`config.mk`:
```
export PLATFORM = sky130hd
export DESIGN_NAME = sample_history_window_average
export DESIGN_NICKNAME = d
export VERILOG_FILES = /design/src/rtl/shwa_pkg.sv /design/src/rtl/shwa_div.sv /design/src/rtl/sample_history_window_average.sv
export SDC_FILE = /design/constraint.sdc
export NUM_CORES = 2
export LEC_CHECK = 0
export BUFFER_PORTS_ARGS = -buffer_cell sky130_fd_sc_hd__buf_4
export CORE_MARGIN = 2
export CORE_UTILIZATION = 60
export CTS_BUF_LIST = sky130_fd_sc_hd__clkbuf_4 sky130_fd_sc_hd__clkbuf_8
export DETAILED_ROUTE_END_ITERATION = 6
export MAX_ROUTING_LAYER = met4
export PLACE_DENSITY = 0.77
export SYNTH_ARGS = -nofsm -noshare
export SYNTH_HDL_FRONTEND = slang
export SYNTH_SLANG_ARGS = --single-unit
```
`constraint.sdc`:
```
create_clock -name clk -period 18.8 [get_ports clk]
set_input_delay 3.76 -clock clk [delete_from_list [all_inputs] [get_ports clk]]
set_output_delay 3.76 -clock clk [all_outputs]
set_load 0.01 [all_outputs]
```
`src/rtl/shwa_pkg.sv`:
```
`timescale 1ns / 1ps

package shwa_pkg;

    localparam int HISTORY_DEPTH = 15;

    localparam int TIME_W    = 32;
    localparam int LEVEL_W   = 10;
    localparam int WIN_W     = 8;
    localparam int OUT_CNT_W = 4;
    localparam int MATCH_MAX = 15;

    // Index into the history, and a count that can also hold the depth itself.
    localparam int IDX_W = (HISTORY_DEPTH > 1) ? $clog2(HISTORY_DEPTH) : 1;
    localparam int CNT_W = $clog2(HISTORY_DEPTH + 1);

    // Per-channel sum plus half the count still fits this width.
    localparam int SUM_W  = LEVEL_W + CNT_W;
    localparam int STEP_W = $clog2(SUM_W);

    // Window length in seconds: at most 255 * 60.
    localparam int LIMIT_W = 14;

    localparam logic [WIN_W-1:0] WINDOW_RESET = WIN_W'(15);

    localparam logic CMD_PUSH    = 1'b0;
    localparam logic CMD_AVERAGE = 1'b1;

    typedef struct packed {
        logic               busy;
        logic               done;
        logic [LEVEL_W-1:0] quotient;
    } div_status_t;

endpackage

```
`src/rtl/shwa_div.sv`:
```
`timescale 1ns / 1ps

module shwa_div
(
    input  logic                       clk,
    input  logic                       rst_n,
    input  logic                       start,
    input  logic [shwa_pkg::SUM_W-1:0] dividend,
    input  logic [shwa_pkg::CNT_W-1:0] divisor,
    output shwa_pkg::div_status_t      status
);
    import shwa_pkg::*;

    logic              busy_reg;
    logic              done_reg;
    logic [STEP_W-1:0] step_reg;
    logic [SUM_W-1:0]  num_reg;
    logic [CNT_W-1:0]  den_reg;
    logic [CNT_W:0]    rem_reg;
    logic [LEVEL_W-1:0] quo_reg;

    logic [CNT_W:0] trial;
    logic [CNT_W:0] trial_sub;
    logic           fits;

    // Restoring division, one quotient bit per cycle. The mean never exceeds
    // the widest reading, so only the low quotient bits are kept.
    assign trial     = {rem_reg[CNT_W-1:0], num_reg[SUM_W-1]};
    assign fits      = trial >= {1'b0, den_reg};
    assign trial_sub = trial - {1'b0, den_reg};

    always_ff @(posedge clk or negedge rst_n)
    begin
        if (!rst_n)
        begin
            busy_reg <= 1'b0;
            done_reg <= 1'b0;
            step_reg <= '0;
        end
        else
        begin
            done_reg <= busy_reg && !start && (step_reg == '0);
            if (start)
            begin
                busy_reg <= 1'b1;
                step_reg <= STEP_W'(SUM_W - 1);
            end
            else if (busy_reg)
            begin
                if (step_reg == '0)
                begin
                    busy_reg <= 1'b0;
                end
                else
                begin
                    step_reg <= step_reg - 1'b1;
                end
            end
        end
    end

    always_ff @(posedge clk)
    begin
        if (start)
        begin
            num_reg <= dividend;
            den_reg <= divisor;
            rem_reg <= '0;
            quo_reg <= '0;
        end
        else if (busy_reg)
        begin
            rem_reg <= fits ? trial_sub : trial;
            quo_reg <= {quo_reg[LEVEL_W-2:0], fits};
            num_reg <= {num_reg[SUM_W-2:0], 1'b0};
        end
    end

    assign status.busy     = busy_reg;
    assign status.done     = done_reg;
    assign status.quotient = quo_reg;

endmodule

```
`src/rtl/sample_history_window_average.sv`:
```
`timescale 1ns / 1ps

// Channel   Handshake                Payload
// in        in_valid / in_stall      cmd, sample_time, current_time, fine_level, coarse_level
// out       out_valid / out_stall    newest_time, fine_mean, coarse_mean, match_count
// config    cfg_wr_en                cfg_wr_data (window_minutes)
//
// A push transaction does not stall, so it can be followed by a new input in the next cycle.
// An average request walks the history one entry per cycle, then, unless no entry matches,
// runs the shared bit-serial divider twice and loads the output register; in_stall stays
// high for all but the accepting cycle.
// A finished result moves to the output register, so inputs flow while out_stall holds it;
// the next average waits in its last state until that register is free.
// Reset empties the history and sets the window to 15 minutes; no clearing pass is needed.

module sample_history_window_average
(
    input  logic                           clk,
    input  logic                           rst_n,

    input  logic                           in_valid,
    output logic                           in_stall,
    input  logic                           cmd,
    input  logic [shwa_pkg::TIME_W-1:0]    sample_time,
    input  logic [shwa_pkg::TIME_W-1:0]    current_time,
    input  logic [shwa_pkg::LEVEL_W-1:0]   fine_level,
    input  logic [shwa_pkg::LEVEL_W-1:0]   coarse_level,

    output logic                           out_valid,
    input  logic                           out_stall,
    output logic [shwa_pkg::TIME_W-1:0]    newest_time,
    output logic [shwa_pkg::LEVEL_W-1:0]   fine_mean,
    output logic [shwa_pkg::LEVEL_W-1:0]   coarse_mean,
    output logic [shwa_pkg::OUT_CNT_W-1:0] match_count,

    input  logic                           cfg_wr_en,
    input  logic [shwa_pkg::WIN_W-1:0]     cfg_wr_data
);
    import shwa_pkg::*;

    localparam logic [2:0] ST_IDLE   = 3'd0;
    localparam logic [2:0] ST_WALK   = 3'd1;
    localparam logic [2:0] ST_DIV_F  = 3'd2;
    localparam logic [2:0] ST_DIV_C  = 3'd3;
    localparam logic [2:0] ST_DONE   = 3'd4;

    logic [2:0]         state_reg;
    logic [WIN_W-1:0]   window_reg;

    logic [TIME_W-1:0]  stamp_reg  [HISTORY_DEPTH];
    logic [LEVEL_W-1:0] fine_reg   [HISTORY_DEPTH];
    logic [LEVEL_W-1:0] coarse_reg [HISTORY_DEPTH];
    logic [HISTORY_DEPTH-1:0] valid_reg;
    logic [CNT_W-1:0]   fill_count_reg;

    logic [IDX_W-1:0]   idx_reg;
    logic [TIME_W-1:0]  now_reg;
    logic [LIMIT_W-1:0] limit_reg;
    logic [SUM_W-1:0]   fine_sum_reg;
    logic [SUM_W-1:0]   coarse_sum_reg;
    logic [CNT_W-1:0]   cnt_reg;
    logic [TIME_W-1:0]  newest_reg;
    logic [LEVEL_W-1:0] fine_mean_reg;
    logic [LEVEL_W-1:0] coarse_mean_reg;

    logic               out_valid_reg;
    logic [TIME_W-1:0]  out_time_reg;
    logic [LEVEL_W-1:0] out_fine_reg;
    logic [LEVEL_W-1:0] out_coarse_reg;
    logic [OUT_CNT_W-1:0] out_count_reg;

    logic               in_take;
    logic               push_en;
    logic               avg_en;
    logic               full;
    logic [LIMIT_W-1:0] limit_now;

    logic [TIME_W-1:0]  sel_stamp;
    logic [TIME_W-1:0]  age_sec;
    logic               future;
    logic               hit;
    logic               walk_last;
    logic [SUM_W-1:0]   fine_sum_next;
    logic [SUM_W-1:0]   coarse_sum_next;
    logic [CNT_W-1:0]   cnt_next;

    logic               div_start;
    logic [SUM_W-1:0]   div_dividend;
    logic [CNT_W-1:0]   div_divisor;
    div_status_t        div_status;
    logic               load_out;

    assign in_stall = (state_reg != ST_IDLE);
    assign in_take  = in_valid && !in_stall;
    assign push_en  = in_take && (cmd == CMD_PUSH);
    assign avg_en   = in_take && (cmd == CMD_AVERAGE);
    assign full     = (fill_count_reg == CNT_W'(HISTORY_DEPTH));

    // Whole minutes below the window is the same as seconds below window * 60.
    assign limit_now = {window_reg, 6'b0} - {{(LIMIT_W - WIN_W - 2){1'b0}}, window_reg, 2'b0};

    always_ff @(posedge clk or negedge rst_n)
    begin
        if (!rst_n)
        begin
            window_reg <= WINDOW_RESET;
        end
        else if (cfg_wr_en)
        begin
            window_reg <= cfg_wr_data;
        end
    end

    // History: fills slot by slot, then shifts toward slot 0 so entries run
    // from oldest to newest.
    always_ff @(posedge clk or negedge rst_n)
    begin
        if (!rst_n)
        begin
            valid_reg      <= '0;
            fill_count_reg <= '0;
        end
        else if (push_en && !full)
        begin
            valid_reg[fill_count_reg[IDX_W-1:0]] <= 1'b1;
            fill_count_reg <= fill_count_reg + 1'b1;
        end
    end

    always_ff @(posedge clk)
    begin
        if (push_en)
        begin
            if (full)
            begin
                for (int i = 0; i < HISTORY_DEPTH - 1; i++)
                begin
                    stamp_reg[i]  <= stamp_reg[i + 1];
                    fine_reg[i]   <= fine_reg[i + 1];
                    coarse_reg[i] <= coarse_reg[i + 1];
                end
                stamp_reg[HISTORY_DEPTH - 1]  <= sample_time;
                fine_reg[HISTORY_DEPTH - 1]   <= fine_level;
                coarse_reg[HISTORY_DEPTH - 1] <= coarse_level;
            end
            else
            begin
                stamp_reg[fill_count_reg[IDX_W-1:0]]  <= sample_time;
                fine_reg[fill_count_reg[IDX_W-1:0]]   <= fine_level;
                coarse_reg[fill_count_reg[IDX_W-1:0]] <= coarse_level;
            end
        end
    end

    // One history entry is tested and accumulated per walk cycle.
    assign sel_stamp = stamp_reg[idx_reg];
    assign future    = now_reg < sel_stamp;
    assign age_sec   = now_reg - sel_stamp;
    assign hit       = valid_reg[idx_reg] &&
                       (future ? (window_reg != '0)
                               : (age_sec < {{(TIME_W - LIMIT_W){1'b0}}, limit_reg}));
    assign walk_last = (idx_reg == IDX_W'(HISTORY_DEPTH - 1));

    assign fine_sum_next   = fine_sum_reg +
                             (hit ? {{(SUM_W - LEVEL_W){1'b0}}, fine_reg[idx_reg]} : '0);
    assign coarse_sum_next = coarse_sum_reg +
                             (hit ? {{(SUM_W - LEVEL_W){1'b0}}, coarse_reg[idx_reg]} : '0);
    assign cnt_next        = cnt_reg + {{(CNT_W - 1){1'b0}}, hit};

    // If any entry matches, the fine mean starts straight off the last walk cycle, the
    // coarse mean when the fine one is done.
    always_comb
    begin
        div_start    = 1'b0;
        div_dividend = coarse_sum_reg + SUM_W'({1'b0, cnt_reg[CNT_W-1:1]});
        div_divisor  = cnt_reg;
        case (state_reg)
            ST_WALK:
            begin
                div_start    = walk_last && (cnt_next != '0);
                div_dividend = fine_sum_next + SUM_W'({1'b0, cnt_next[CNT_W-1:1]});
                div_divisor  = cnt_next;
            end
            ST_DIV_F:
            begin
                div_start = div_status.done;
            end
            default:
            begin
                div_start = 1'b0;
            end
        endcase
    end

    shwa_div u_div
    (
        .clk      (clk),
        .rst_n    (rst_n),
        .start    (div_start),
        .dividend (div_dividend),
        .divisor  (div_divisor),
        .status   (div_status)
    );

    assign load_out = (state_reg == ST_DONE) && (!out_valid_reg || !out_stall);

    always_ff @(posedge clk or negedge rst_n)
    begin
        if (!rst_n)
        begin
            state_reg <= ST_IDLE;
            idx_reg   <= '0;
        end
        else
        begin
            case (state_reg)
                ST_IDLE:
                begin
                    if (avg_en)
                    begin
                        state_reg <= ST_WALK;
                        idx_reg   <= '0;
                    end
                end
                ST_WALK:
                begin
                    idx_reg <= idx_reg + 1'b1;
                    if (walk_last)
                    begin
                        state_reg <= (cnt_next != '0) ? ST_DIV_F : ST_DONE;
                    end
                end
                ST_DIV_F:
                begin
                    if (div_status.done)
                    begin
                        state_reg <= ST_DIV_C;
                    end
                end
                ST_DIV_C:
                begin
                    if (div_status.done)
                    begin
                        state_reg <= ST_DONE;
                    end
                end
                ST_DONE:
                begin
                    if (load_out)
                    begin
                        state_reg <= ST_IDLE;
                    end
                end
                default:
                begin
                    state_reg <= ST_IDLE;
                end
            endcase
        end
    end

    always_ff @(posedge clk)
    begin
        if (avg_en)
        begin
            now_reg         <= current_time;
            limit_reg       <= limit_now;
            fine_sum_reg    <= '0;
            coarse_sum_reg  <= '0;
            cnt_reg         <= '0;
            newest_reg      <= '0;
            fine_mean_reg   <= '0;
            coarse_mean_reg <= '0;
        end
        else if (state_reg == ST_WALK)
        begin
            fine_sum_reg   <= fine_sum_next;
            coarse_sum_reg <= coarse_sum_next;
            cnt_reg        <= cnt_next;
            if (hit)
            begin
                newest_reg <= sel_stamp;
            end
        end
        else if (div_status.done && state_reg == ST_DIV_F)
        begin
            fine_mean_reg <= div_status.quotient;
        end
        else if (div_status.done && state_reg == ST_DIV_C)
        begin
            coarse_mean_reg <= div_status.quotient;
        end
    end

    always_ff @(posedge clk or negedge rst_n)
    begin
        if (!rst_n)
        begin
            out_valid_reg <= 1'b0;
        end
        else if (load_out)
        begin
            out_valid_reg <= 1'b1;
        end
        else if (!out_stall)
        begin
            out_valid_reg <= 1'b0;
        end
    end

    always_ff @(posedge clk)
    begin
        if (load_out)
        begin
            out_time_reg   <= newest_reg;
            out_fine_reg   <= fine_mean_reg;
            out_coarse_reg <= coarse_mean_reg;
            out_count_reg  <= (32'(cnt_reg) > 32'(MATCH_MAX)) ? OUT_CNT_W'(MATCH_MAX)
                                                              : OUT_CNT_W'(cnt_reg);
        end
    end

    assign out_valid   = out_valid_reg;
    assign newest_time = out_time_reg;
    assign fine_mean   = out_fine_reg;
    assign coarse_mean = out_coarse_reg;
    assign match_count = out_count_reg;

    a_fill_bound: assert property (@(posedge clk) disable iff (!rst_n)
        fill_count_reg <= CNT_W'(HISTORY_DEPTH))
        else $error("fill count beyond history depth");

    a_valid_matches_fill: assert property (@(posedge clk) disable iff (!rst_n)
        $countones(valid_reg) == 32'(fill_count_reg))
        else $error("valid marks disagree with fill count");

    a_div_start_idle: assert property (@(posedge clk) disable iff (!rst_n)
        div_start |-> !div_status.busy)
        else $error("divider restarted while busy");

    a_empty_result_zero: assert property (@(posedge clk) disable iff (!rst_n)
        (out_valid_reg && out_count_reg == '0) |->
            (out_time_reg == '0 && out_fine_reg == '0 && out_coarse_reg == '0))
        else $error("empty window gave a nonzero result");

    a_no_push_while_busy: assert property (@(posedge clk) disable iff (!rst_n)
        (state_reg != ST_IDLE) |=> $stable(fill_count_reg))
        else $error("history changed during an average");

endmodule

```
; ---- Yosys cells after proc, flatten, opt, wreduce, memory -nomap -nowiden
; Memory sizes are Yosys's and may differ from the RTL's.
; Cells that the tools add are included.
[totals]
inputBits = 98
wordCells = 141
regBits = 259
mem_count = 3
ramBits = 780
output_inout_bits = 58
[classes]
n_reduce_logical = 34
n_eq_ne = 13
n_bitwise = 4
muxes = 45
addsub = 11
n_lt_le_gt_ge = 6
[mem_list]
columns = memory, words, width, rd, rd_clocked_by_memory_dff, write_ports, line_no
row1 = stamp_reg, 15, 32, 15, 0, 15, sample_history_window_average.sv:50  ; logic [TIME_W-1:0] stamp_reg [HISTORY_DEPTH];
row2 = coarse_reg, 15, 10, 15, 0, 15, sample_history_window_average.sv:52  ; logic [LEVEL_W-1:0] coarse_reg [HISTORY_DEPTH];
row3 = fine_reg, 15, 10, 15, 0, 15, sample_history_window_average.sv:51  ; logic [LEVEL_W-1:0] fine_reg [HISTORY_DEPTH];
[op_table]
columns = operator, count
row1 = $mux 14, 3
row2 = $mux 10, 4
row3 = $mux 4, 9
row4 = $lt 32x14->1, 1
row5 = $lt 32x32->1, 1
row6 = $mux 32, 1
row7 = $reduce_or 32->1, 1
row8 = $sub 32x32->32, 1
row9 = $add 14x10->14, 2
row10 = $add 14x3->14, 2
row11 = $reduce_or 10->1, 2
row12 = $mux 3, 6
row13 = $mux 1, 17
row14 = $or 15x15->15, 1
row15 = $pmux 3 s5, 1
row16 = $sub 14x10->14, 1
row17 = $logic_and 1x1->1, 12
row18 = $lt 4x5->1 const B, 2
row19 = $add 4x1->4 const B, 2
row20 = $eq 4x4->1 const B, 2
row21 = $ne 2x1->1 const B, 4
row22 = $pmux 4 s2, 1
row23 = $reduce_and 2->1, 4
row24 = $reduce_bool 8->1, 1
row25 = other kinds (22), 32

; ---- Longest topological paths before layout
; An unclocked memory read counts as a cell.
[logic_depth]
ltp_word = 12
depth_mapped = 43
ltp_nobuf = 37

; ---- Cells and area by module
; Synthesis repeated with hierarchy kept, for this count alone.
[unflattened]
cells_unflattened = 3604
hier_area_um2 = 53776.6
[by_module_without_submodules]
columns = module, n_inst, cells_each, area_each_um2, seq_area_each_um2
row1 = sample_history_window_average, 1, 3465, 52053.7, 30549.3
row2 = shwa_div, 1, 139, 1722.9, 970.9

; ---- Least setup slack after synthesis
; Ideal clock, no wire load.
[synth_timing]
kind = flip-flop to flip-flop
startpoint = register idx_reg[0]
endpoint = register u_div.num_reg[13] (data pin)
required_ns = 18.651
setup_ns = 0.149
n_path_buf = 6
period_less_slack_ns = 9.142
arrival_time_ns = 8.993
stages_incl_launch_ff = 44
setup_slack_ns = 9.658
path_cell_list = dfrtp_1 -> buf_6 -> buf_12 -> clkbuf_1 -> buf_1 -> buf_1 -> mux4_2 -> nand2_1 -> nand2_1 -> o21ai_0 -> ha_1 -> a21o_1 -> nor2b_1 -> nor2_1 -> a21boi_0 -> o21ai_0 -> xor2_1 -> ha_1 -> [... 8 more ...] -> a21o_4 -> nand2b_4 -> buf_6 -> nor2b_1 -> ha_1 -> inv_1 -> fa_1 -> nor2b_1 -> o21ai_0 -> a21boi_0 -> o21ai_0 -> nand3_1 -> or4b_2 -> nor4_2 -> o2111ai_1 -> nor3_1 -> xnor3_1 -> mux2i_1
[synth_via]
elab_chain_cells = 10
elab_cells_between_ends = 19
classes_between = add/sub: 4 / order compare: 2 / eq/ne: 1 / mux: 7 / reduce/logical: 3 / memory: 2
[synth_rtl]
columns = element, line_no
row1 = "start, declared", sample_history_window_average.sv:56  ; logic [IDX_W-1:0] idx_reg;
row2 = "start signal, assigned", sample_history_window_average.sv:227  ; idx_reg <= idx_reg + 1'b1;
row3 = $mem_v2 15x32, n/a
row4 = $sub 32x32->32, sample_history_window_average.sv:158  ; assign age_sec = now_reg - sel_stamp;
row5 = $lt 32x14->1, sample_history_window_average.sv:161  ; : (age_sec < {{(TIME_W - LIMIT_W){1'b0}}, limit_reg}));
row6 = $mux 1, sample_history_window_average.sv:160  ; (future ? (window_reg != '0)
row7 = $logic_and 1x1->1, sample_history_window_average.sv:159  ; assign hit = valid_reg[idx_reg] &&
row8 = $mux 10 or $add 4x1->4 (tied branches), "sample_history_window_average.sv:165, sample_history_window_average.sv:168"
row9 = $add 14x10->14 or $reduce_bool 4->1 (tied branches), "sample_history_window_average.sv:164, sample_history_window_average.sv:180"
row10 = $add 14x3->14 or $logic_and 1x1->1 (tied branches), "sample_history_window_average.sv:181, sample_history_window_average.sv:180"
row11 = $mux 14 or $pmux 1 s2 (tied branches), sample_history_window_average.sv:177  ; case (state_reg)
row12 = $mux 14 *, shwa_div.sv:64  ; if (start)
row13 = "end signal, assigned", shwa_div.sv:66  ; num_reg <= dividend;
row14 = "end signal, assigned", shwa_div.sv:75  ; num_reg <= {num_reg[SUM_W-2:0], 1'b0};
row15 = "end, declared", shwa_div.sv:17  ; logic [SUM_W-1:0] num_reg;
; Mark *: on every way between the ends. The rest lies on a longest branch, timed or not. The select of a mux whose other input is x is not followed.
; A chain may end at the register's enable or synchronous reset.

; ---- Final worst setup path
[layout_timing]
startpoint = register idx_reg[1]
endpoint = register u_div.num_reg[13] (data pin)
; The elaborated chain is that of the path after synthesis.

==> summary.json <==
{
  "status": "complete, no violations",
  "global_route.usage.total": 0.3127,
  "worst_setup_path_start_kind": "flop",
  "synth.cell_area_um2": 54050,
  "route.detailed.wl_per_inst_um": 27.06,
  "unrepaired_setup_endpoints_after_global_routing": "no",
  "cts_tree": "done",
  "yosys_warnings": 0,
  "cp.buffers_inverters": 2,
  "clockBufferDepth": 3,
  "nNetsFinal": 4007,
  "globalplace.congestion": 0.9783,
  "drtPass1Iterations": 7,
  "clk_latency_worst_skew_pair_ns": 0.89,
  "place_ws_ns": 8.479,
  "postCtsResizedCells": 0,
  "pin_count_of_the_biggest_net_entering_global_routing": 123,
  "grt_pass1_wl_mm": 209.7,
  "post_route_cells_drive_above_1_share": 0.3868,
  "hold_crit_path_type": "flop to flop",
  "drc_errors": 0,
  "antenna_left": 0,
  "maxCapViolCount": 0,
  "multi_input_comb_area_um2": 21720,
  "post_synth_inst_count": 3640,
  "finalSetupViolCount": 0,
  "cp_data_arrival_time_ns": 11.27,
  "cpLargestDelayFamily": "compound AO/OA/AOI/OAI gates",
  "first_drt_iteration_drcs": 3418,
  "area_delta_synth_final_pct": 11.41,
  "post-cts-setup-buffer-count": 0,
  "dieWidth_um": 304.1,
  "worst_ir_drop_vdd_uv": 91.53,
  "cp_slowest_cell": "dfrtp_4",
  "max-slew-margin-rel": 0.1752,
  "final_min_period_over_clock_period": 0.5617,
  "primary_flip_flop_cell_chosen_by_synthesis_mapping": "edfxtp_1",
  "routed-via-count": 33100,
  "io_pins": 156,
  "timing_worst_slew_pin_value_ns": 1.224,
  "number_of_global_route_vias_before_repair": 33820,
  "routed_wirelength_mm": 139.2,
  "setup-tns-final_ns": 0,
  "largest_register_ff_count": 512,
  "die_area_um2": 92490,
  "grt_antenna_before_repair": 8,
  "setup.worst_path.class": "flop to flop",
  "worst_path_most_repeated_cell": "o21ai_0",
  "asyncSetResetFlopFracSynth": 0.03765,
  "seq_area_frac_synth": 0.5832,
  "placement_rows": 110,
  "period_minus_slack_ns": 10.56,
  "nFillCells": 6207,
  "detailed_place_hpwl_mm": 79.59,
  "via_per_inst": 6.437,
  "ys_seq_elements": 1089,
  "path_clk_slew_ns": 0.06,
  "synth.lib_cells_used.distinct": 87,
  "place.port_buffers": 155,
  "h-tree-depth": 4,
  "cts_made_buffers": 178,
  "avgSynthCellArea_um2": 14.85,
  "power.density_nw_per_um2": 126.6,
  "maxSlewViolCount": 0,
  "final-seq-area_um2": 31530,
  "chipHeight_um": 304.1,
  "layout_setup_ws_ns": 8.240,
  "clock_sinks": 1089,
  "ctsRootBufferMaster": "clkbuf_8",
  "initial_utilization": 0.6032,
  "finalHoldViolations": 0,
  "worst_clock_skew_ns": 0.04246,
  "post_cts_hold_buffer_count": 0,
  "core_region_area_um2": 89600,
  "achievable-frequency_mhz": 94.69,
  "cpPeakStageDelay_ns": 0.87,
  "critical_path_required_ns": 19.51,
  "edff_count_synth": 950,
  "path_max_fanout": 122,
  "grt_remaining_overflow": 0,
  "crit_end_element": "flop",
  "leakagePower_nw": 21.06
}
layout make-up:
class / instances / share of cell area
multi-input combinational: 2274 / 0.3607
inverter: 72 / 0.004551
tap: 1176 / 0.02444
clock inverter: 46 / 0.006276
timing repair buffer: 202 / 0.02560
clock buffer: 273 / 0.05430
sequential: 1089 / 0.5237
antenna: 10 / 0.0004156
stage by stage:
step                      hold slack [ns]  instance area [µm²]    util  std cells  power (mW)
after floorplan                    0.4019                54240       -       3691       4.774
after global placement             0.4128                56540  0.6310       4813       5.476
after detailed placement           0.4111                56540  0.6310       4813       5.508
after CTS                          0.4155                60190  0.6717       5132       7.631
after global routing               0.4216                60210  0.6719       5140       7.952
final                              0.4148                60210  0.6720       5142       7.621
kinds of logic (layout without fill, tap and decap cells):
family / after synthesis / in the layout / synth area share
buf+inv: 328 / 593 / 0.02401
fa+ha+maj: 92 / 92 / 0.02199
compound gates: 365 / 365 / 0.04232
flops: 1089 / 1089 / 0.5832
simple gates: 680 / 680 / 0.05846
mux: 1017 / 1017 / 0.2587
other cells: 1 / 62 / 0.00006939
xor+xnor: 68 / 68 / 0.01127
Yosys cell counts, types with 13 or more instances:
| cell | number | share of area |
|---|---|---|
| dfrtp_1 | 37 | 0.017 |
| nor3_1 | 30 | 0.0028 |
| clkbuf_1 | 222 | 0.015 |
| ha_1 | 87 | 0.020 |
| xor2_1 | 22 | 0.0036 |
| xnor2_1 | 45 | 0.0073 |
| buf_1 | 27 | 0.0019 |
| edfxtp_1 | 950 | 0.53 |
| nand2_1 | 322 | 0.022 |
| nor2b_1 | 35 | 0.0041 |
| o21ai_0 | 119 | 0.011 |
| and3_1 | 13 | 0.0015 |
| mux2i_1 | 53 | 0.0098 |
| mux4_2 | 229 | 0.095 |
| nor2_1 | 91 | 0.0063 |
| inv_1 | 70 | 0.0049 |
| nand3_1 | 87 | 0.0081 |
| nand2b_1 | 26 | 0.0030 |
| a21o_1 | 24 | 0.0033 |
| a211oi_1 | 18 | 0.0025 |
| nand4_1 | 23 | 0.0027 |
| a21oi_1 | 108 | 0.010 |
| dfxtp_1 | 98 | 0.036 |
| mux2_2 | 732 | 0.15 |
power breakdown:
| group | switching [mW] | total (mW) | internal, mW |
|---|---|---|---|
| logic | 1.35 | 2.31 | 0.957 |
| registers | 0.169 | 3.17 | 3.00 |
| clock network | 0.970 | 2.14 | 1.17 |
| total | 2.49 | 7.62 | 5.13 |
metal layers:
| layer | part of all wire | track usage | vias up | routed length [µm] |
|---|---|---|---|---|
| met3 | 0.090 | 0.06017 | 255 | 12580 |
| met2 | 0.49 | 0.5010 | 1630 | 68440 |
| met5 | 0 | - | - | 0 |
| li1 | - | - | 14480 | - |
| met4 | 0.026 | 0.1040 | 0 | 3672 |
| met1 | 0.39 | 0.4050 | 16740 | 54470 |
cells in the final DEF, fill, tap and decap left out, types with 9 or more instances in the layout:
master      n
a211oi_1   18
a21o_1     24
a21oi_1   107
and2_1     11
and3_1     13
buf_4     200
clkbuf_4   78
clkbuf_8  195
clkinv_1   21
clkinv_2   10
conb_1     52
dfrtp_1    33
dfxtp_1    98
diode_2    10
edfxtp_1  950
ha_1       87
inv_1      69
mux2_2    732
mux2i_1    53
mux4_2    229
nand2_1   306
nand2_4    16
nand2b_1   26
nand3_1    74
nand3_4    12
nand4_1    23
nor2_1     88
nor2b_1    35
nor3_1     30
o21a_1      9
o21ai_0   119
o31ai_1     9
or3_1       9
xnor2_1    45
xor2_1     22
path summary, 6_finish.rpt:
path / depth (start not counted) / startpoint / endpoint / slack [ns]
setup / recovery: 38 / idx_reg[1] / u_div.num_reg[13] / 8.24
hold / removal: 0 / fine_mean_reg[8] / fine_mean[8] / 0.41
setup reg to reg: 38 / idx_reg[1] / u_div.num_reg[13] / 8.24
hold reg to reg: 0 / fine_mean_reg[8] / fine_mean[8] / 0.41
max in group asynchronous: 1 / rst_n / idx_reg[1] / 15.24
min in group asynchronous: 1 / rst_n / window_reg[4] / 2.95
No activity file was read; power rests on OpenSTA's default activity.
